--- src/rtl/iwsd_pkg.sv ---
// ============================================================================
// iwsd_pkg: shared types and constants for the IMU window static detector
// Window geometry, derived datapath widths, stage payload structs and the
// codes used on the command and configuration ports.
// ============================================================================
`default_nettype none

package iwsd_pkg;

    function automatic int imax(input int a, input int b);
        return (a > b) ? a : b;
    endfunction

    // Window and detector geometry
    localparam int WINDOW_LEN   = 200;
    localparam int STATIC_LIMIT = 50;
    localparam int SAMPLE_BITS  = 16;

    // Fixed field widths on the ports
    localparam int FIELD_W    = 16;
    localparam int TIME_W     = 32;
    localparam int ACC_THR_W  = 32;
    localparam int GYRO_THR_W = 16;
    localparam int LEVEL_W    = 6;
    localparam int CFG_DATA_W = 32;
    localparam int CFG_IDX_W  = 1;

    localparam int S_TDATA_W = 8 * ((TIME_W + 6 * FIELD_W + 7) / 8);
    localparam int M_TDATA_W = 8 * ((2 + LEVEL_W + TIME_W + 7) / 8);

    // Derived widths
    localparam int SLOT_W   = $clog2(WINDOW_LEN);
    localparam int FILL_W   = $clog2(WINDOW_LEN + 1);
    localparam int N_W      = FILL_W;
    localparam int NN_W     = $clog2(WINDOW_LEN * WINDOW_LEN + 1);
    localparam int SUM_W    = SAMPLE_BITS + $clog2(WINDOW_LEN);
    localparam int SQ_W     = 2 * SAMPLE_BITS;
    localparam int SQSUM_W  = 2 * SAMPLE_BITS + $clog2(3 * WINDOW_LEN);
    localparam int SSQ_W    = 2 * SUM_W;
    localparam int GN_W     = GYRO_THR_W + N_W;
    localparam int CMP_W    = imax(imax(SQSUM_W + N_W, SSQ_W + 2),
                                   imax(ACC_THR_W + NN_W, 2 * GN_W)) + 1;
    localparam int CNT_W    = $clog2(STATIC_LIMIT + 1);

    // Result queue: a power of two so the pointers wrap on their own
    localparam int OUT_PTR_W = 3;
    localparam int OUT_DEPTH = 1 << OUT_PTR_W;
    localparam int OCC_W     = $clog2(OUT_DEPTH + 1);

    typedef enum logic {
        CMD_FEED  = 1'b0,
        CMD_QUERY = 1'b1
    } cmd_t;

    typedef enum logic [CFG_IDX_W-1:0] {
        REG_ACC_VAR_THR   = 1'b0,
        REG_GYRO_MEAN_THR = 1'b1
    } cfg_reg_t;

    typedef struct packed {
        logic [SAMPLE_BITS-1:0] gz;
        logic [SAMPLE_BITS-1:0] gy;
        logic [SAMPLE_BITS-1:0] gx;
        logic [SAMPLE_BITS-1:0] az;
        logic [SAMPLE_BITS-1:0] ay;
        logic [SAMPLE_BITS-1:0] ax;
    } sample_t;

    // Per-item bookkeeping that rides along the whole pipeline
    typedef struct packed {
        cmd_t              cmd;
        logic              accepted;
        logic              full;
        logic [TIME_W-1:0] newest_time;
    } item_tag_t;

    typedef struct packed {
        item_tag_t tag;
        sample_t   smp;
    } stage1_t;

    typedef struct packed {
        item_tag_t                   tag;
        logic [2:0][SAMPLE_BITS:0]   dsum_a;
        logic [2:0][SAMPLE_BITS:0]   dsum_g;
        logic [2:0][SQ_W-1:0]        sq_new;
        logic [2:0][SQ_W-1:0]        sq_old;
    } stage2_t;

    typedef struct packed {
        item_tag_t             tag;
        logic [2:0][SSQ_W-1:0] ssq_a;
        logic [2:0][SSQ_W-1:0] ssq_g;
        logic [CMP_W-1:0]      nsq;
        logic [CMP_W-1:0]      var_rhs;
        logic [GN_W-1:0]       gn;
    } stage3_t;

    typedef struct packed {
        item_tag_t        tag;
        logic [CMP_W-1:0] nsq;
        logic [CMP_W-1:0] asq_tot;
        logic [CMP_W-1:0] var_rhs;
        logic [CMP_W-1:0] gsq_tot;
        logic [CMP_W-1:0] gyro_rhs;
    } stage4_t;

    // Result word, accepted in the lowest bit
    typedef struct packed {
        logic [TIME_W-1:0]  newest_time;
        logic [LEVEL_W-1:0] static_level;
        logic               is_static;
        logic               accepted;
    } result_t;

    // Take the low SAMPLE_BITS of a raw count as two's complement
    function automatic logic [SAMPLE_BITS-1:0] take_sample(input logic [FIELD_W-1:0] v);
        logic [SAMPLE_BITS+FIELD_W-1:0] wide;
        wide = {{SAMPLE_BITS{1'b0}}, v};
        return wide[SAMPLE_BITS-1:0];
    endfunction

endpackage

`default_nettype wire

--- src/rtl/iwsd_decide.sv ---
// ============================================================================
// iwsd_decide: stationarity test and static counter
// Reduce the snapshot products, compare against the limits, step the
// saturating counter and form the result word.
// ============================================================================
`default_nettype none

module iwsd_decide
    import iwsd_pkg::*;
(
    input  wire logic    aclk,
    input  wire logic    aresetn,
    input  wire logic    p3_valid,
    input  wire stage3_t p3,
    output logic         res_valid,
    output result_t      res
);

    localparam logic [CNT_W-1:0] LIMIT = CNT_W'(STATIC_LIMIT);

    logic    p4_valid_reg, p4_valid_next;
    stage4_t p4_reg, p4_next;

    logic [CNT_W-1:0] cnt_reg, cnt_next;
    logic [2*GN_W-1:0] gyro_rhs_full;
    logic [CMP_W-1:0]  var_lhs;
    logic              pass;
    logic              run_test;

    // S3: sums of squares and the gyro limit squared
    assign gyro_rhs_full = p3.gn * p3.gn;

    always_comb begin
        p4_valid_next    = p3_valid;
        p4_next.tag      = p3.tag;
        p4_next.nsq      = p3.nsq;
        p4_next.var_rhs  = p3.var_rhs;
        p4_next.asq_tot  = CMP_W'(p3.ssq_a[0]) + CMP_W'(p3.ssq_a[1]) + CMP_W'(p3.ssq_a[2]);
        p4_next.gsq_tot  = CMP_W'(p3.ssq_g[0]) + CMP_W'(p3.ssq_g[1]) + CMP_W'(p3.ssq_g[2]);
        p4_next.gyro_rhs = CMP_W'(gyro_rhs_full);
    end

    // S4: compare and step the counter
    assign var_lhs  = p4_reg.nsq - p4_reg.asq_tot;
    assign pass     = (var_lhs < p4_reg.var_rhs) && (p4_reg.gsq_tot < p4_reg.gyro_rhs);
    assign run_test = p4_valid_reg && (p4_reg.tag.cmd == CMD_QUERY) && p4_reg.tag.full;

    always_comb begin
        cnt_next = cnt_reg;
        if (run_test) begin
            if (pass) begin
                if (cnt_reg < LIMIT) begin
                    cnt_next = cnt_reg + 1'b1;
                end
            end else if (cnt_reg != '0) begin
                cnt_next = cnt_reg - 1'b1;
            end
        end
    end

    always_comb begin
        res_valid          = p4_valid_reg;
        res.accepted       = p4_reg.tag.accepted;
        res.static_level   = LEVEL_W'(cnt_next);
        res.newest_time    = p4_reg.tag.newest_time;
        if (p4_reg.tag.cmd == CMD_QUERY) begin
            res.is_static = p4_reg.tag.full && (cnt_next == LIMIT);
        end else begin
            res.is_static = (cnt_next == LIMIT);
        end
    end

    always_ff @(posedge aclk) begin
        if (!aresetn) begin
            p4_valid_reg <= 1'b0;
            cnt_reg      <= '0;
        end else begin
            p4_valid_reg <= p4_valid_next;
            cnt_reg      <= cnt_next;
        end
    end

    always_ff @(posedge aclk) begin
        p4_reg <= p4_next;
    end

endmodule

`default_nettype wire

--- config.mk ---
export PLATFORM = sky130hd
export DESIGN_NAME = iwsd_decide
export DESIGN_NICKNAME = d
export VERILOG_FILES = /design/src/rtl/iwsd_pkg.sv /design/src/rtl/iwsd_decide.sv
export SDC_FILE = /design/constraint.sdc
export NUM_CORES = 2
export LEC_CHECK = 0
export ABC_AREA = 1
export BUFFER_PORTS_ARGS = -buffer_cell sky130_fd_sc_hd__buf_4
export CORE_AREA = 2 2 252 254
export DETAILED_ROUTE_END_ITERATION = 10
export DIE_AREA = 0 0 254 256
export PLACE_DENSITY = 0.89
export SETUP_SLACK_MARGIN = 0.5
export SLEW_MARGIN = 10
export SYNTH_ARGS = -nofsm -noshare
export SYNTH_HDL_FRONTEND = slang
export SYNTH_SLANG_ARGS = --single-unit
--- constraint.sdc ---
create_clock -name aclk -period 8.15 [get_ports aclk]
set_input_delay 1.2225 -clock aclk [delete_from_list [all_inputs] [get_ports aclk]]
set_output_delay 1.2225 -clock aclk [all_outputs]
set_load 0.01 [all_outputs]
==> flow_metrics.tcl <==
set metrics [dict create \
    dieArea_mm2 0.06502 \
    die_w_um 254 \
    port_buffers 492 \
    via_per_inst 5.430 \
    synth-main-ff-cell "dfxtp_1" \
    yosysSeqAreaShare_pct 15.77 \
    cap_violations 0 \
    boundaryPins 493 \
    synth_common_cells "inv_1 (1157), nand2_1 (787), fa_1 (521)" \
    async_reset_ff_share_pct 0 \
    gp_congestion 1.019 \
    drc_errors 0 \
    crit_cells 25 \
    clock_path_buffers 3 \
    drive_gt1_share_pct 11.67 \
    htree_levels 2 \
    grt_pass1_wl_mm 175.3 \
    dpl.cell_count 5864 \
    coreArea_mm2 0.06239 \
    drtAntennaViolNets 0 \
    worstReg2RegStart "p4_reg[204]" \
    ys_types 54 \
    drv_slew 0 \
    clk_pin_slew_ns 0.06 \
    rr_worst_depth 27 \
    track_usage_pct 34.58 \
    endpoint_kind "register" \
    grt_max_degree 27 \
    area_growth_pct 15.07 \
    finalHoldViolations 0 \
    finish.utilization_pct 68.13 \
    postCtsSetupBuffers 0 \
    critPathMaxFanout 24 \
    period_needed_ns 6.913 \
    arrival_ns 7.34 \
    cp_slowest_cell "fa_1" \
    synth_area_mm2 0.03694 \
    synth_top_area_cell "fa_1" \
    synth-seq-cells 291 \
    synth-edff-count 0 \
    clock_latency_ns 0.56 \
    final_area_mm2 0.04251 \
    fill_cells 4960 \
    drt_iter0_drc 2135 \
    final_nets 6446 \
    postCtsHoldBufs 0 \
    stdcell_count 5932 \
    netlist.area_leader.share_pct 28.24 \
    cts_root_buffer "clkbuf_16" \
    fin_tns_setup_ns 0 \
    place_area_mm2 0.04125 \
    initial_utilization_pct 59.21 \
    grt_pass1_vias 34540 \
    rows 92 \
    crit_family "adder cells" \
    crit_required_ns 8.58 \
    slew_headroom_pct 51.03 \
    drt_wl_total_mm 111.1 \
    grt_overflow_total 0 \
    vias 32210 \
    setup_viol 0 \
    fmax_ghz 0.1447 \
    postSynthCellCount 4611 \
    critPathLaunchType "input port" \
    cts_sinks 291 \
    seq_area_mm2 0.005826 \
    cts_tree "yes" \
    largest_reg_flops 251 \
    max_stage_delay_ns 0.57 \
    crit_end "p4_reg[34]" \
    antenna_found_initial 4 \
    multi_input_area_mm2 0.02632 \
    r2r_slack_ns 3.39 \
    yosysMostFrequentCell "inv_1" \
    r2r_end "cnt_reg[5]" \
    path_class "in -> reg" \
    die_h_um 256 \
    syn-mean-instance-area_um2 8.011 \
    cp.buffers_inverters 8 \
    status "finished clean" \
    grt_setup_unrepaired "no" \
    routedWlPerCell_um 18.73 \
    hold_class "reg -> reg" \
    crit_path_start "p3[14]" \
    cts_resized 0 \
    synth_fp_nets 6002 \
    netlist_top_cells_area "fa_1 (28%), dfxtp_1 (16%), ha_1 (14%)" \
    worst_pin_slew_ns 0.7279 \
    dp_hpwl_mm 94.32 \
    dr.pass1.iters 8 \
    post-route-period-util_pct 84.82 \
    cts_buffers 35 \
    fin_skew_ns 0.02397 \
    yosysWarnings 0 \
]
## how the worst min path moves through the flow
stage,startpoint,end,slack (ns),depth (start not counted)
floorplan,cnt_reg[1],cnt_reg[1],0.51,2
global placement,cnt_reg[0],cnt_reg[0],0.54,2
detailed placement,cnt_reg[1],cnt_reg[1],0.55,2
CTS,cnt_reg[1],cnt_reg[1],0.56,2
global route,cnt_reg[1],cnt_reg[1],0.60,2
finish,cnt_reg[1],cnt_reg[1],0.56,2
## layout by cell type (no fill, tap or decap), types with 4 or more instances in the layout
cell type | Yosys | layout
inv_1 | 1157 | 1157
o21ai_1 | 26 | 26
a311oi_1 | 5 | 5
xnor2_1 | 78 | 78
nand3_1 | 99 | 99
xor2_1 | 120 | 120
clkinv_2 | 0 | 10
o21ai_2 | 6 | 6
a31oi_1 | 59 | 59
nand3b_1 | 5 | 5
a21oi_1 | 292 | 292
nand2_2 | 5 | 5
a21oi_2 | 10 | 10
nor2_1 | 316 | 316
o21ai_0 | 141 | 141
a21o_1 | 33 | 33
nand4_1 | 26 | 26
ha_1 | 418 | 418
o211ai_1 | 5 | 5
diode_2 | 0 | 6
bufinv_16 | 0 | 6
a211oi_1 | 4 | 4
a21boi_0 | 7 | 7
o21bai_1 | 12 | 12
buf_4 | 33 | 492
and3_1 | 5 | 5
clkbuf_16 | 0 | 35
o21a_1 | 24 | 24
nor3_1 | 25 | 25
nor4_1 | 15 | 15
nand2_1 | 787 | 787
fa_1 | 521 | 521
dfxtp_1 | 291 | 291
## final cells by class
cell class	instances	share of cell area, %
multi-input cells	3077	61.93
flip-flops and latches	291	13.71
inverters	1158	10.23
repair buffers	492	8.689
well taps	846	2.490
clock buffers	40	2.175
clock inverters	22	0.7506
diodes	6	0.03532
## cells by family after synthesis
| logic type | Yosys count | share of synthesized area, % |
|---|---|---|
| buf+inv | 1243 | 12.97 |
| fa+ha+maj | 939 | 42.39 |
| xor+xnor | 198 | 4.695 |
| compound gates | 641 | 9.921 |
| simple gates | 1298 | 14.23 |
| mux | 1 | 0.02710 |
| flops | 291 | 15.77 |
## worst reg2reg max path, cell delays in order (launching register included)
cell,delay [ns]
dfxtp_1,0.30
inv_1,0.05
ha_1,0.16
inv_1,0.06
fa_1,0.40
nand3_1,0.09
nand2_1,0.12
nand3_1,0.09
nand2_1,0.09
nand2_1,0.08
nand2_1,0.12
nand2_1,0.09
nand2_1,0.09
a21oi_1,0.50
o21ai_0,0.21
xor2_1,0.26
ha_1,0.29
a21oi_1,0.15
o21a_1,0.12
nand2_1,0.07
a21oi_1,0.14
nand2_1,0.08
nor2_2,0.50
nand2_4,0.16
nand2_1,0.11
nand3_1,0.08
nand2_1,0.14
nor2_1,0.07
## metal layers
layer | vias up | GRT usage, % | share of wire, %
li1 | 15010 | - | -
met1 | 15260 | 38.08 | 35
met2 | 1495 | 61.10 | 50
met3 | 448 | 6.356 | 7.5
met4 | 0 | 21.75 | 6.9
met5 | - | 0 | 0
## per-stage QoR
stage | setup WS (ns) | hold WS (ns)
6_report | 1.237 | 0.5644
5_1_grt | 0.8860 | 0.6013
4_1_cts | 1.333 | 0.5560
3_5_place_dp | 0.7666 | 0.5464
3_3_place_gp | 0.8073 | 0.5424
2_1_floorplan | 1.207 | 0.5092
Power is not shown: default switching activity piles up to over one toggle a cycle in this logic, so the estimate is an artifact.
