$ cat src/rtl/iwsd_pkg.sv
// ============================================================================
// iwsd_pkg: shared types and constants for the IMU window static detector
// Window geometry, derived datapath widths, stage payload structs and the
// codes used on the command and configuration ports.
// ============================================================================
`default_nettype none

package iwsd_pkg;

    function automatic int imax(input int a, input int b);
        return (a > b) ? a : b;
    endfunction

    // Window and detector geometry
    localparam int WINDOW_LEN   = 200;
    localparam int STATIC_LIMIT = 50;
    localparam int SAMPLE_BITS  = 16;

    // Fixed field widths on the ports
    localparam int FIELD_W    = 16;
    localparam int TIME_W     = 32;
    localparam int ACC_THR_W  = 32;
    localparam int GYRO_THR_W = 16;
    localparam int LEVEL_W    = 6;
    localparam int CFG_DATA_W = 32;
    localparam int CFG_IDX_W  = 1;

    localparam int S_TDATA_W = 8 * ((TIME_W + 6 * FIELD_W + 7) / 8);
    localparam int M_TDATA_W = 8 * ((2 + LEVEL_W + TIME_W + 7) / 8);

    // Derived widths
    localparam int SLOT_W   = $clog2(WINDOW_LEN);
    localparam int FILL_W   = $clog2(WINDOW_LEN + 1);
    localparam int N_W      = FILL_W;
    localparam int NN_W     = $clog2(WINDOW_LEN * WINDOW_LEN + 1);
    localparam int SUM_W    = SAMPLE_BITS + $clog2(WINDOW_LEN);
    localparam int SQ_W     = 2 * SAMPLE_BITS;
    localparam int SQSUM_W  = 2 * SAMPLE_BITS + $clog2(3 * WINDOW_LEN);
    localparam int SSQ_W    = 2 * SUM_W;
    localparam int GN_W     = GYRO_THR_W + N_W;
    localparam int CMP_W    = imax(imax(SQSUM_W + N_W, SSQ_W + 2),
                                   imax(ACC_THR_W + NN_W, 2 * GN_W)) + 1;
    localparam int CNT_W    = $clog2(STATIC_LIMIT + 1);

    // Result queue: a power of two so the pointers wrap on their own
    localparam int OUT_PTR_W = 3;
    localparam int OUT_DEPTH = 1 << OUT_PTR_W;
    localparam int OCC_W     = $clog2(OUT_DEPTH + 1);

    typedef enum logic {
        CMD_FEED  = 1'b0,
        CMD_QUERY = 1'b1
    } cmd_t;

    typedef enum logic [CFG_IDX_W-1:0] {
        REG_ACC_VAR_THR   = 1'b0,
        REG_GYRO_MEAN_THR = 1'b1
    } cfg_reg_t;

    typedef struct packed {
        logic [SAMPLE_BITS-1:0] gz;
        logic [SAMPLE_BITS-1:0] gy;
        logic [SAMPLE_BITS-1:0] gx;
        logic [SAMPLE_BITS-1:0] az;
        logic [SAMPLE_BITS-1:0] ay;
        logic [SAMPLE_BITS-1:0] ax;
    } sample_t;

    // Per-item bookkeeping that rides along the whole pipeline
    typedef struct packed {
        cmd_t              cmd;
        logic              accepted;
        logic              full;
        logic [TIME_W-1:0] newest_time;
    } item_tag_t;

    typedef struct packed {
        item_tag_t tag;
        sample_t   smp;
    } stage1_t;

    typedef struct packed {
        item_tag_t                   tag;
        logic [2:0][SAMPLE_BITS:0]   dsum_a;
        logic [2:0][SAMPLE_BITS:0]   dsum_g;
        logic [2:0][SQ_W-1:0]        sq_new;
        logic [2:0][SQ_W-1:0]        sq_old;
    } stage2_t;

    typedef struct packed {
        item_tag_t             tag;
        logic [2:0][SSQ_W-1:0] ssq_a;
        logic [2:0][SSQ_W-1:0] ssq_g;
        logic [CMP_W-1:0]      nsq;
        logic [CMP_W-1:0]      var_rhs;
        logic [GN_W-1:0]       gn;
    } stage3_t;

    typedef struct packed {
        item_tag_t        tag;
        logic [CMP_W-1:0] nsq;
        logic [CMP_W-1:0] asq_tot;
        logic [CMP_W-1:0] var_rhs;
        logic [CMP_W-1:0] gsq_tot;
        logic [CMP_W-1:0] gyro_rhs;
    } stage4_t;

    // Result word, accepted in the lowest bit
    typedef struct packed {
        logic [TIME_W-1:0]  newest_time;
        logic [LEVEL_W-1:0] static_level;
        logic               is_static;
        logic               accepted;
    } result_t;

    // Take the low SAMPLE_BITS of a raw count as two's complement
    function automatic logic [SAMPLE_BITS-1:0] take_sample(input logic [FIELD_W-1:0] v);
        logic [SAMPLE_BITS+FIELD_W-1:0] wide;
        wide = {{SAMPLE_BITS{1'b0}}, v};
        return wide[SAMPLE_BITS-1:0];
    endfunction

endpackage

`default_nettype wire

$ cat src/rtl/iwsd_out_fifo.sv
// ============================================================================
// iwsd_out_fifo: result queue
// Small register queue that holds finished results until the sink takes
// them, so the pipeline never stalls.
// ============================================================================
`default_nettype none

module iwsd_out_fifo
    import iwsd_pkg::*;
(
    input  wire logic    aclk,
    input  wire logic    aresetn,
    input  wire logic    push,
    input  wire result_t push_data,
    input  wire logic    pop,
    output logic         out_valid,
    output result_t      out_data
);

    result_t               mem_reg [OUT_DEPTH];
    logic [OUT_PTR_W-1:0]  wr_ptr_reg, wr_ptr_next;
    logic [OUT_PTR_W-1:0]  rd_ptr_reg, rd_ptr_next;
    logic [OCC_W-1:0]      count_reg, count_next;
    logic                  do_pop;

    assign out_valid = (count_reg != '0);
    assign out_data  = mem_reg[rd_ptr_reg];
    assign do_pop    = pop && out_valid;

    always_comb begin
        wr_ptr_next = push   ? wr_ptr_reg + 1'b1 : wr_ptr_reg;
        rd_ptr_next = do_pop ? rd_ptr_reg + 1'b1 : rd_ptr_reg;
        count_next  = count_reg + OCC_W'(push) - OCC_W'(do_pop);
    end

    always_ff @(posedge aclk) begin
        if (!aresetn) begin
            wr_ptr_reg <= '0;
            rd_ptr_reg <= '0;
            count_reg  <= '0;
        end else begin
            wr_ptr_reg <= wr_ptr_next;
            rd_ptr_reg <= rd_ptr_next;
            count_reg  <= count_next;
        end
    end

    always_ff @(posedge aclk) begin
        if (push) begin
            mem_reg[wr_ptr_reg] <= push_data;
        end
    end

endmodule

`default_nettype wire

$ cat config.mk
export PLATFORM = sky130hd
export DESIGN_NAME = iwsd_out_fifo
export DESIGN_NICKNAME = d
export VERILOG_FILES = /design/src/rtl/iwsd_pkg.sv /design/src/rtl/iwsd_out_fifo.sv
export SDC_FILE = /design/constraint.sdc
export NUM_CORES = 1
export LEC_CHECK = 0
export ABC_AREA = 1
export BUFFER_PORTS_ARGS = -buffer_cell sky130_fd_sc_hd__buf_2
export CAP_MARGIN = 40
export CORE_UTILIZATION = 43
export DETAILED_ROUTE_END_ITERATION = 10
export PLACE_DENSITY_LB_ADDON = 0.3
export SYNTH_ARGS = -nofsm -noshare
export SYNTH_HDL_FRONTEND = slang
export SYNTH_SLANG_ARGS = --single-unit
$ cat constraint.sdc
create_clock -name aclk -period 2.6 [get_ports aclk]
set_input_delay 0.26 -clock aclk [delete_from_list [all_inputs] [get_ports aclk]]
set_output_delay 0.26 -clock aclk [all_outputs]
set_load 0.01 [all_outputs]
==> metrics.txt <==
# TYPE chip_impl_metric gauge
chip_impl_metric{name="post_route_cells_drive_above_1_share",unit="%"} 26.1
chip_impl_metric{name="wl",unit="µm"} 31500
chip_impl_info{name="critPathLaunchType",value="flip-flop"} 1
chip_impl_metric{name="timing.hold.ws",unit="ps"} 13.2
chip_impl_metric{name="worst_hold_path_depth",unit=""} 1
chip_impl_metric{name="switching_share",unit="%"} 30.8
chip_impl_metric{name="die_area",unit="µm²"} 36900
chip_impl_metric{name="initial_core_util",unit="%"} 43.7
chip_impl_metric{name="period_needed",unit="ps"} 2520
chip_impl_metric{name="syn-num-nets",unit=""} 1523
chip_impl_metric{name="cap_violations",unit=""} 0
chip_impl_metric{name="ioPinCount",unit=""} 85
chip_impl_metric{name="timing_worst_slew_pin_value",unit="ps"} 815
chip_impl_metric{name="num_vias",unit=""} 9416
chip_impl_info{name="grt_setup_unrepaired",value="no"} 1
chip_impl_metric{name="peak_clock_frequency_supported_by_timing",unit="MHz"} 396
chip_impl_metric{name="leakage_component_of_the_power",unit="nW"} 7.96
chip_impl_metric{name="synthesis.instances",unit=""} 1472
chip_impl_metric{name="number_of_sinks_driven_by_the_clock_tree",unit=""} 333
chip_impl_metric{name="cts.reportedPaths.clkPinSlew",unit="ps"} 60
chip_impl_metric{name="tritoncts.num_buffers",unit=""} 38
chip_impl_info{name="cts-root-buf",value="clkbuf_16"} 1
chip_impl_metric{name="yosysUniqueCellTypes",unit=""} 22
chip_impl_metric{name="yosysWarningCount",unit=""} 0
chip_impl_metric{name="dieWidth",unit="µm"} 192
chip_impl_metric{name="cellPowerDensity",unit="nW/µm²"} 831
chip_impl_info{name="min_path_type",value="input pin to flip-flop"} 1
chip_impl_metric{name="cellInternalPower",unit="mW"} 10.2
chip_impl_metric{name="grt_max_degree",unit=""} 161
chip_impl_metric{name="postSynthAreaPerCell",unit="µm²"} 10.6
chip_impl_metric{name="flow.area_growth_from_synthesis",unit="%"} 14.0
chip_impl_metric{name="layout_setup_ws",unit="ps"} 75.8
chip_impl_metric{name="route.detailed.vias_per_inst",unit=""} 4.57
chip_impl_metric{name="core_region_area",unit="µm²"} 35600
chip_impl_metric{name="die_height",unit="µm"} 192
chip_impl_metric{name="clk_latency",unit="ps"} 520
chip_impl_metric{name="design.final.nets",unit=""} 1619
chip_impl_metric{name="slew_headroom",unit="%"} 45.7
chip_impl_metric{name="required",unit="ps"} 2340
chip_impl_metric{name="grt-ovfl-total",unit=""} 0
chip_impl_info{name="cts_tree",value="yes"} 1
chip_impl_metric{name="comb_power_share",unit="%"} 24.8
chip_impl_metric{name="final_setup_violation_count",unit=""} 0
chip_impl_metric{name="critPathMaxFanout",unit=""} 160
chip_impl_info{name="run_status",value="completed"} 1
chip_impl_metric{name="finalHoldViolCount",unit=""} 0
chip_impl_metric{name="ff_latch_area",unit="µm²"} 9880
chip_impl_metric{name="drt_drc_violations_left",unit=""} 0
chip_impl_metric{name="p_seq_share",unit="%"} 41.7
chip_impl_metric{name="dp_slack",unit="ps"} 531
chip_impl_info{name="crit_type",value="flip-flop to output port"} 1
chip_impl_metric{name="filler_cell_count",unit=""} 3165
chip_impl_metric{name="rows",unit=""} 69
chip_impl_metric{name="period_share",unit="%"} 97.1
chip_impl_metric{name="cp_data_arrival_time",unit="ps"} 2260
chip_impl_metric{name="total_switching_power",unit="mW"} 4.53
chip_impl_metric{name="final.setup_skew",unit="ps"} 17.2
chip_impl_metric{name="finalWeightedCongestion",unit=""} 0.771
chip_impl_metric{name="post-dp-hpwl",unit="µm"} 17700
chip_impl_metric{name="ys_seq_elements",unit=""} 333
chip_impl_metric{name="antenna_found_initial",unit=""} 3
chip_impl_metric{name="vdd_ir_drop_max",unit="µV"} 487
chip_impl_metric{name="grt_usage",unit="%"} 17.7
chip_impl_metric{name="wl_per_cell",unit="µm"} 15.3
chip_impl_metric{name="reg2regPathDepth",unit=""} 10
chip_impl_metric{name="multiInputGateArea",unit="µm²"} 4010
chip_impl_metric{name="drt-initial-drc-count",unit=""} 591
chip_impl_metric{name="largest_register_ff_count",unit=""} 320
chip_impl_metric{name="portBuffers",unit=""} 84
chip_impl_metric{name="first_pass_grt_wire_length",unit="µm"} 50200
chip_impl_metric{name="maxSlewViolCount",unit=""} 0
chip_impl_metric{name="synth.yosys.seq_area_share",unit="%"} 63.5
chip_impl_metric{name="postRouteAntennaNets",unit=""} 0
chip_impl_metric{name="pwr-share-clk",unit="%"} 33.6
chip_impl_metric{name="post-cts-setup-buffers",unit=""} 0
chip_impl_metric{name="cts-htree-levels",unit=""} 2
chip_impl_metric{name="synthesized_cell_area",unit="µm²"} 15500
chip_impl_metric{name="ctsLongestPathBuffers",unit=""} 3
chip_impl_metric{name="p_total",unit="mW"} 14.7
chip_impl_metric{name="firstDrtPassIters",unit=""} 5
chip_impl_info{name="end_kind",value="output port"} 1
chip_impl_metric{name="via_count_of_the_first_global_routing_pass",unit=""} 9459
per-stage QoR:
step           instances  TNS (ps)  cell area [µm²]  util, %
5_1_grt             2059         0            17700     49.8
2_1_floorplan       1472    -19930            15500        -
4_1_cts             2058         0            17700     49.8
6_report            2059         0            17700     49.8
3_3_place_gp        1982         0            16500     46.3
3_5_place_dp        1982         0            16500     46.3
area by class of cell:
cell class                      instances  share of cell area, %
Multi-Input combinational cell        739                   22.6
Tap cell                              461                   3.26
Sequential cell                       333                   55.8
Timing Repair Buffer                  118                   4.57
Clock buffer                           54                   5.88
Inverter                              338                   7.23
Clock inverter                         15                  0.664
Antenna cell                            1                 0.0141
worst max-delay path, stage by stage, from the launching register on:
cell	delay (ps)
dfxtp_4	390
buf_12	530
nand2_1	160
nand3_2	100
nand2_1	50
nand2_1	50
nand2_1	120
buf_2	160
layer usage:
layer  part of all wire [%]  up-vias  routed length (µm)  track usage [%]
li1                       -     4766                   -                -
met1                     45     4426               14300             23.4
met2                     48      174               15300             30.1
met3                    4.4       46                1400             3.14
met4                    1.7        4                 525             4.51
met5                  0.083        -                  26                0
placed cells by master, fill, tap and decap left out, types with 2 or more instances in the layout:
cell type      count
inv_8              2
a21oi_1            8
buf_4             17
clkbuf_1          13
dfxtp_4            2
nor2_4             8
clkinv_2           3
dlygate4sd3_1      7
dfxtp_1           10
nand3_1           96
nand3_2           70
inv_4              2
nor2_1             9
inv_6              2
clkbuf_16         38
nand2_4           70
inv_1            230
nand2_1          465
buf_12             9
clkbuf_8           3
edfxtp_1         320
clkinv_1           9
o21ai_1            3
buf_2             84
or2_1              2
ha_1               6
inv_2            103
cells by family (layout without fill, tap and decap cells):
| logic type | count (synthesis) | in the layout | share of synthesized area [%] |
|---|---|---|---|
| flops | 333 | 333 | 63.5 |
| buf+inv | 400 | 525 | 11.1 |
| other cells | 0 | 1 | 0 |
| compound gates | 12 | 12 | 0.386 |
| simple gates | 720 | 720 | 24.4 |
| fa+ha+maj | 7 | 7 | 0.612 |
cells in the mapped netlist:
library cell | instances | area share, %
nand3_1 | 96 | 3.1
nand2_4 | 70 | 5.1
ha_1 | 6 | 0.48
clkinv_2 | 1 | 0.032
inv_1 | 231 | 5.6
dfxtp_1 | 13 | 1.7
o21ai_0 | 1 | 0.032
nor2_1 | 17 | 0.41
nand3_2 | 70 | 4.5
buf_2 | 39 | 1.3
o21ai_1 | 3 | 0.097
or2_1 | 2 | 0.081
inv_6 | 1 | 0.056
buf_12 | 8 | 1.0
clkinv_1 | 2 | 0.048
a21oi_1 | 8 | 0.26
inv_2 | 103 | 2.5
nand2_1 | 465 | 11
fa_1 | 1 | 0.13
buf_6 | 5 | 0.36
edfxtp_1 | 320 | 62
clkbuf_1 | 10 | 0.24
power by group through the flow:
stage          logic (mW)  registers [mW]  clock network, mW
6_report             3.65            6.13               4.94
5_1_grt              4.11            6.14               5.25
4_1_cts              3.71            6.13               5.04
3_5_place_dp         3.69            6.24                  0
3_3_place_gp         3.61            6.24                  0
2_1_floorplan        2.72            6.22                  0
worst paths after layout:
kind / startpoint / endpoint / slack (ps)
worst max-delay path: flip-flop / out_data[26] / 80
worst min-delay path: push_data[15] / mem_reg[5][15] / 10
worst max register to register: count_reg[2] / count_reg[2] / 500
worst min register to register: rd_ptr_reg[1] / rd_ptr_reg[1] / 500
what timing repair did:
item	CTS	global route
gates resized for setup	0	1
setup endpoints to repair	0	1
hold endpoints to repair	36	0
hold buffers	7	0
(Power assumes the default switching activity.)
